### src/hdl/particle_euler_integrator_box_reflect_macros.svh
// ----------------------------------------------------------------------------
// Assertion macros for the particle integrator
// Concurrent checks that compile away when SYNTH is defined.
// ----------------------------------------------------------------------------
`ifndef PARTICLE_EULER_INTEGRATOR_BOX_REFLECT_MACROS_SVH
`define PARTICLE_EULER_INTEGRATOR_BOX_REFLECT_MACROS_SVH

`ifndef SYNTH
// antecedent implies consequent in the same cycle
`define PEIBR_ASSERT_SAME(label, clk, rst_n, ante, cons) \
	label: assert property (@(posedge clk) disable iff (!rst_n) (ante) |-> (cons)) \
		else $error("peibr assertion failed");
// antecedent implies consequent in the next cycle
`define PEIBR_ASSERT_NEXT(label, clk, rst_n, ante, cons) \
	label: assert property (@(posedge clk) disable iff (!rst_n) (ante) |=> (cons)) \
		else $error("peibr assertion failed");
`else
`define PEIBR_ASSERT_SAME(label, clk, rst_n, ante, cons)
`define PEIBR_ASSERT_NEXT(label, clk, rst_n, ante, cons)
`endif

`endif

### src/hdl/peibr_pkg.sv
// ----------------------------------------------------------------------------
// peibr_pkg
// Shared widths, register indexes, reset values and saturation helpers.
// ----------------------------------------------------------------------------
package peibr_pkg;

	localparam int unsigned VAL_W    = 32;
	localparam int unsigned DT_W     = 24;
	localparam int unsigned BOUND_W  = 31;
	localparam int unsigned CFG_IDX_W = 8;
	localparam int unsigned NUM_AXES = 2;
	localparam int unsigned PROD_W   = VAL_W + DT_W + 1;

	// register indexes of the configuration port
	localparam logic [CFG_IDX_W-1:0] CFG_STEP_SIZE  = 8'd0;
	localparam logic [CFG_IDX_W-1:0] CFG_BOX_HALF   = 8'd1;
	localparam logic [CFG_IDX_W-1:0] CFG_GRAVITY    = 8'd2;
	localparam logic [CFG_IDX_W-1:0] CFG_ACCEL_MODE = 8'd3;

	// reset values: dt about 1/240, box 20.0, gravity -10.0
	localparam logic [DT_W-1:0]           RST_STEP_SIZE = 24'd69905;
	localparam logic [BOUND_W-1:0]        RST_BOX_HALF  = 31'd1310720;
	localparam logic signed [VAL_W-1:0]   RST_GRAVITY   = -32'sd655360;

	localparam logic signed [VAL_W-1:0] VAL_MAX = 32'sh7fff_ffff;
	localparam logic signed [VAL_W-1:0] VAL_MIN = 32'sh8000_0000;

	typedef enum logic {
		ACC_GRAVITY = 1'b0,
		ACC_ITEM    = 1'b1
	} accel_mode_t;

	// settings shared by every lane
	typedef struct packed {
		logic [DT_W-1:0]    dt;
		logic [BOUND_W-1:0] bound;
	} lane_cfg_t;

	// clamp a 34 bit sum into the 32 bit range
	function automatic logic signed [VAL_W-1:0] sat32(input logic signed [VAL_W+1:0] v);
		logic signed [VAL_W-1:0] r;
		if ((v[VAL_W+1:VAL_W-1] == 3'b000) || (v[VAL_W+1:VAL_W-1] == 3'b111)) begin
			r = v[VAL_W-1:0];
		end else if (v[VAL_W+1]) begin
			r = VAL_MIN;
		end else begin
			r = VAL_MAX;
		end
		return r;
	endfunction

	// negation that maps the most negative value to the most positive
	function automatic logic signed [VAL_W-1:0] neg_sat(input logic signed [VAL_W-1:0] v);
		logic signed [VAL_W-1:0] r;
		if (v == VAL_MIN) begin
			r = VAL_MAX;
		end else begin
			r = -v;
		end
		return r;
	endfunction

endpackage

### src/hdl/peibr_if.sv


interface peibr_result_if;
	logic                                  valid;
	logic                                  ready;
	logic signed [peibr_pkg::VAL_W-1:0]    next_pos_x;
	logic signed [peibr_pkg::VAL_W-1:0]    next_pos_y;
	logic signed [peibr_pkg::VAL_W-1:0]    next_vel_x;
	logic signed [peibr_pkg::VAL_W-1:0]    next_vel_y;

	modport source (output valid, next_pos_x, next_pos_y, next_vel_x, next_vel_y, input ready);
	modport sink   (input valid, next_pos_x, next_pos_y, next_vel_x, next_vel_y, output ready);
endinterface


### src/hdl/peibr_merge.sv
// ----------------------------------------------------------------------------
// peibr_merge
// Gathers the lane results into one output transaction and holds it.
// ----------------------------------------------------------------------------
module peibr_merge (
	input  logic                                clk,
	input  logic                                arst_n,
	input  logic                                lane_valid,
	input  logic signed [peibr_pkg::VAL_W-1:0]  lane_pos [peibr_pkg::NUM_AXES],
	input  logic signed [peibr_pkg::VAL_W-1:0]  lane_vel [peibr_pkg::NUM_AXES],
	output logic                                advance,
	peibr_result_if.source                      res
);

	logic                               valid_q;
	logic signed [peibr_pkg::VAL_W-1:0] pos_x_q, pos_y_q, vel_x_q, vel_y_q;

	// pipeline moves whenever the output register is free or being drained
	assign advance = !valid_q || res.ready;

	always_ff @(posedge clk or negedge arst_n) begin
		if (!arst_n) begin
			valid_q <= 1'b0;
		end else if (advance) begin
			valid_q <= lane_valid;
		end
	end

	// lane 0 is x, lane 1 is y
	always_ff @(posedge clk) begin
		if (advance && lane_valid) begin
			pos_x_q <= lane_pos[0];
			pos_y_q <= lane_pos[1];
			vel_x_q <= lane_vel[0];
			vel_y_q <= lane_vel[1];
		end
	end

	assign res.valid      = valid_q;
	assign res.next_pos_x = pos_x_q;
	assign res.next_pos_y = pos_y_q;
	assign res.next_vel_x = vel_x_q;
	assign res.next_vel_y = vel_y_q;

endmodule

### src/flat_wrapper.sv
// flat-port wrapper written by rule: the top's interface ports become plain ports
module peibr_merge_flat 
  (clk, arst_n, lane_valid, lane_pos, lane_vel, advance, res_valid, res_next_pos_x, res_next_pos_y, res_next_vel_x, res_next_vel_y, res_ready);
  peibr_result_if res_i ();
  input  logic clk;
  input  logic arst_n;
  input  logic lane_valid;
  input  logic signed [peibr_pkg::VAL_W-1:0] lane_pos[peibr_pkg::NUM_AXES];
  input  logic signed [peibr_pkg::VAL_W-1:0] lane_vel[peibr_pkg::NUM_AXES];
  output logic advance;
  output wire logic [$bits(res_i.valid)-1:0] res_valid;
  output wire logic [$bits(res_i.next_pos_x)-1:0] res_next_pos_x;
  output wire logic [$bits(res_i.next_pos_y)-1:0] res_next_pos_y;
  output wire logic [$bits(res_i.next_vel_x)-1:0] res_next_vel_x;
  output wire logic [$bits(res_i.next_vel_y)-1:0] res_next_vel_y;
  input wire logic [$bits(res_i.ready)-1:0] res_ready;
  assign res_valid = res_i.valid;
  assign res_next_pos_x = res_i.next_pos_x;
  assign res_next_pos_y = res_i.next_pos_y;
  assign res_next_vel_x = res_i.next_vel_x;
  assign res_next_vel_y = res_i.next_vel_y;
  assign res_i.ready = res_ready;
  peibr_merge u_core (.clk(clk), .arst_n(arst_n), .lane_valid(lane_valid), .lane_pos(lane_pos), .lane_vel(lane_vel), .advance(advance), .res(res_i));
endmodule
### config.mk
export PLATFORM = sky130hd
export DESIGN_NAME = peibr_merge_flat
export DESIGN_NICKNAME = d
export VERILOG_FILES = /design/src/hdl/particle_euler_integrator_box_reflect_macros.svh /design/src/hdl/peibr_pkg.sv /design/src/hdl/peibr_if.sv /design/src/hdl/peibr_merge.sv /design/src/flat_wrapper.sv
export SDC_FILE = /design/constraint.sdc
export NUM_CORES = 1
export LEC_CHECK = 0
export ABC_AREA = 1
export ABC_CLOCK_PERIOD_IN_PS = 6500
export BUFFER_PORTS_ARGS = -buffer_cell sky130_fd_sc_hd__buf_2
export CAP_MARGIN = 20
export CORE_UTILIZATION = 37
export CTS_CLUSTER_DIAMETER = 30
export DETAILED_ROUTE_END_ITERATION = 12
export PLACE_DENSITY = 0.75
export SETUP_SLACK_MARGIN = 0.4
export SLEW_MARGIN = 20
export SYNTH_ARGS = -nofsm -noshare
export SYNTH_HDL_FRONTEND = slang
export SYNTH_SLANG_ARGS = --single-unit
export TNS_END_PERCENT = 100
### constraint.sdc
create_clock -name clk -period 6.5 [get_ports clk]
set_input_delay 1.3 -clock clk [delete_from_list [all_inputs] [get_ports clk]]
set_output_delay 1.3 -clock clk [all_outputs]
set_load 0.02 [all_outputs]
==> results_tabular.tex <==
\begin{tabular}{lr}
\hline
Metric & Value \\
\hline
\multicolumn{2}{l}{\textbf{Critical path}} \\
Critical register-to-register path endpoint & u\_core.res.next\_pos\_x[6] \\
CP max-delay cell & buf\_2 \\
Kind of start point of the critical path & input port \\
CP arrival & between 1.5 and 2 ns \\
Crit-path leading delay family & buffers and inverters \\
Flop-to-flop setup slack & 4.86 ns \\
Crit path cell chain & buf\_2 -> inv\_1 -> nand2\_1 -> buf\_2 \\
Data required time of the worst path & 5.20 ns \\
Cell with the most instances on the worst path & buf\_2 \\
Worst Setup Path Type & in -> out \\
Max FO, Critical Path & 2 \\
Startpoint of the lowest-slack register-to-register path & u\_core.res.valid \\
Cells on worst reg2reg path & 2 \\
CP max stage delay & 0.16 ns \\
Number of buffer and inverter stages on the critical path & 3 \\
CP Capture Type & primary output \\
\multicolumn{2}{l}{\textbf{Global routing}} \\
Total congestion overflow & 0 \\
Vias in the first global route & 2454 \\
Maximum number of pins on one net before global-route repair & 68 \\
Global Route Usage Sum & 0.152 \\
Global routing met1 resource utilization & 0.160 \\
Top Usage Layer GRT & met2 \\
Wire length of the first global-routing pass & 12000 um \\
Antenna violations before repair & 0 \\
GRT met3 Usage & 0.0589 \\
Met2 Use GR & 0.259 \\
\multicolumn{2}{l}{\textbf{Floorplan}} \\
Die W & around 100 um \\
Core Rows & 37 \\
Die Area & 10900 um2 \\
Area of the core & 10300 um2 \\
\# IOs & 262 \\
Die extent in y & 105 um \\
Starting density of the core & 0.378 \\
\multicolumn{2}{l}{\textbf{Routing}} \\
Pre-Repair DR Iteration Count & 4 \\
Number of vias after detailed routing & 2394 \\
Via-to-Cell Ratio & 4.24 \\
Average wire length per cell after detail routing & 14.2 um \\
Drt first-iter violations & 85 \\
Total wirelength of the detailed-routed design & $\sim$8000 um \\
Remaining routing DRC violations & 0 \\
Count of nets left with antenna violations after detail routing & 0 \\
\multicolumn{2}{l}{\textbf{Cells and area}} \\
Antenna diodes & 0 \\
Layout Nets & 548 \\
Layout Cell Area excl Fill & about 6000 um2 \\
Synthesis-to-layout area growth & 53.8\% \\
Count of fill cells added during filler insertion & 820 \\
Share of cells above drive strength 1 & 0.678 \\
Number of non-filler instances in the completed layout & 565 \\
\multicolumn{2}{l}{\textbf{Clocking}} \\
Clk sink count & roughly 130 \\
CTS clock-pin slew for the worst setup and hold paths & 0.06 ns \\
Root buffer cell & clkbuf\_8 \\
TritonCTS Buffers & 17 \\
TritonCTS clock tree & built \\
Number of buffers added for setup after CTS & 0 \\
Max Root-Sink Buffers & 2 \\
Resize count post-CTS & 0 \\
H-tree levels & 4 \\
Latest clock arrival within the worst-skew pair & 0.50 ns \\
Count of hold buffers inserted by post-cts repair & 0 \\
\multicolumn{2}{l}{\textbf{Pwr}} \\
Share of total power in combinational logic & 0.077 \\
Net switching power & roughly 430 uW \\
Total power & 2.07 mW \\
Standby leakage power & 2.57 nW \\
Switching part of the total & 0.207 \\
Sequential share of power & 0.474 \\
P\_int & 1.64 mW \\
Maximum resistive drop on vdd & 0.000197 V \\
Clk pwr share & 0.449 \\
Total power per unit cell area & 347 nW/um2 \\
\multicolumn{2}{l}{\textbf{Yosys}} \\
Cell variety after synth & 5 \\
Synth area leaders & edfxtp\_1 (99\%), dfrtp\_1 (0.64\%), inv\_1 (0.19\%) \\
Cell area after synthesis & 3890 um2 \\
Seq/Total Area, Yosys & 0.995 \\
Synthesized area divided by synthesized cell count & around 29 um2 \\
Synthesized netlist net count & 266 \\
Fraction of post-synthesis cell area in the top cell type by area & 0.988 \\
Register bit count reported by yosys & 129 \\
Number of synthesis warnings & 0 \\
Biggest area consumer among synthesized cells & edfxtp\_1 \\
Mapped Cells & 134 \\
\multicolumn{2}{l}{\textbf{Place}} \\
Port Buf Inserts & 261 \\
Routability congestion estimate & 0.749 \\
Placed cells & about 530 \\
Detail Placement HPWL & $\sim$6000 um \\
Post-Place Cell Area & between 5000 and 6000 um2 \\
\multicolumn{2}{l}{\textbf{STA}} \\
Top achievable clock speed & 0.331 GHz \\
Final-report max-slew violation count & 0 \\
Number of failing hold endpoints at the final stage & 0 \\
Ratio of final minimum period to clock period & 0.465 \\
Unrepaired setup endpoints after global routing & false \\
Worst clock skew & approximately 0.0058 ns \\
Worst slew margin relative to its limit & 0.475 \\
Period minus WS final & between 3 and 4 ns \\
Slew of the pin with the lowest slew margin & 0.788 ns \\
Total Neg Setup Slack & 0 ns \\
Number of setup violations in the final report & 0 \\
\multicolumn{2}{l}{\textbf{Hold path}} \\
Path class of the lowest-slack min-delay path & in -> async \\
\multicolumn{2}{l}{\textbf{Outcome}} \\
Status & complete, no violations \\
\multicolumn{2}{l}{\textbf{Run}} \\
Maxcap violations & 0 \\
\hline
\end{tabular}
-- logic make-up after synthesis --
group	after synthesis	share of synthesized area
buf+inv	2	0.00193
compound gates	1	0.00129
flops	129	0.995
simple gates	2	0.00193
-- synthesized netlist by cell type --
| library cell | n |
|---|---|
| nand2_1 | 2 |
| a21oi_1 | 1 |
| inv_1 | 2 |
| edfxtp_1 | 128 |
| dfrtp_1 | 1 |
-- how the worst max path moves through the flow --
| stage | start | end | slack (ns) | cells after the start |
|---|---|---|---|---|
| finish | res_ready | advance | 3.48 | 4 |
| detailed placement | res_ready | advance | 3.47 | 4 |
| CTS | res_ready | advance | 3.47 | 4 |
| global placement | res_ready | advance | 3.48 | 4 |
| floorplan | res_ready | u_core.res.next_pos_x[0] | 0.97 | 2 |
| global route | res_ready | advance | 3.44 | 4 |
-- area by class of cell --
type,count,area [um2],area share
clock buffers,19,422,0.0705
clock inverters,13,168,0.0280
inverters,2,7.51,0.00126
multi-input cells,3,23.8,0.00397
flip-flops and latches,129,3870,0.647
well taps,136,170,0.0285
repair buffers,263,1320,0.221
-- registers in the layout, indices dropped and copies added, names as in the netlist --
register / flops
u_core.res.next_pos_x: 32
u_core.res.next_pos_y: 32
u_core.res.next_vel_x: 32
u_core.res.next_vel_y: 32
u_core.res.valid: 1
-- through the flow --
step           utilization  hold slack [ns]  setup WS (ns)
6_report             0.582            0.565           3.48
2_1_floorplan            -            0.784          0.973
4_1_cts              0.582            0.526           3.47
3_3_place_gp         0.525            0.561           3.48
3_5_place_dp         0.525            0.573           3.47
5_1_grt              0.582            0.530           3.44
-- per-layer routing --
metal / part of all wire / vias to the layer above
li1: - / 1108
met1: 0.36 / 1114
met2: 0.52 / 162
met3: 0.099 / 10
met4: 0.017 / 0
met5: 0 / -
-- cell usage in the layout, fill, tap and decap left out --
| cell type | instances |
|---|---|
| bufinv_16 | 4 |
| clkinv_4 | 1 |
| clkbuf_8 | 1 |
| nand2_1 | 2 |
| clkinv_2 | 4 |
| clkinv_1 | 3 |
| clkinvlp_4 | 1 |
| buf_4 | 2 |
| buf_2 | 261 |
| a21oi_4 | 1 |
| edfxtp_1 | 128 |
| clkbuf_1 | 2 |
| inv_1 | 2 |
| clkbuf_16 | 16 |
| dfrtp_1 | 1 |
-- power by group through the flow --
stage          registers, mW  clock network [mW]  logic (mW)
2_1_floorplan           1.06                   0      0.0161
5_1_grt                0.986               0.989       0.169
3_5_place_dp            1.00                   0       0.161
6_report               0.983               0.931       0.159
3_3_place_gp           0.998                   0       0.158
4_1_cts                0.983               0.959       0.161
Power figures use the tool's default switching activity.
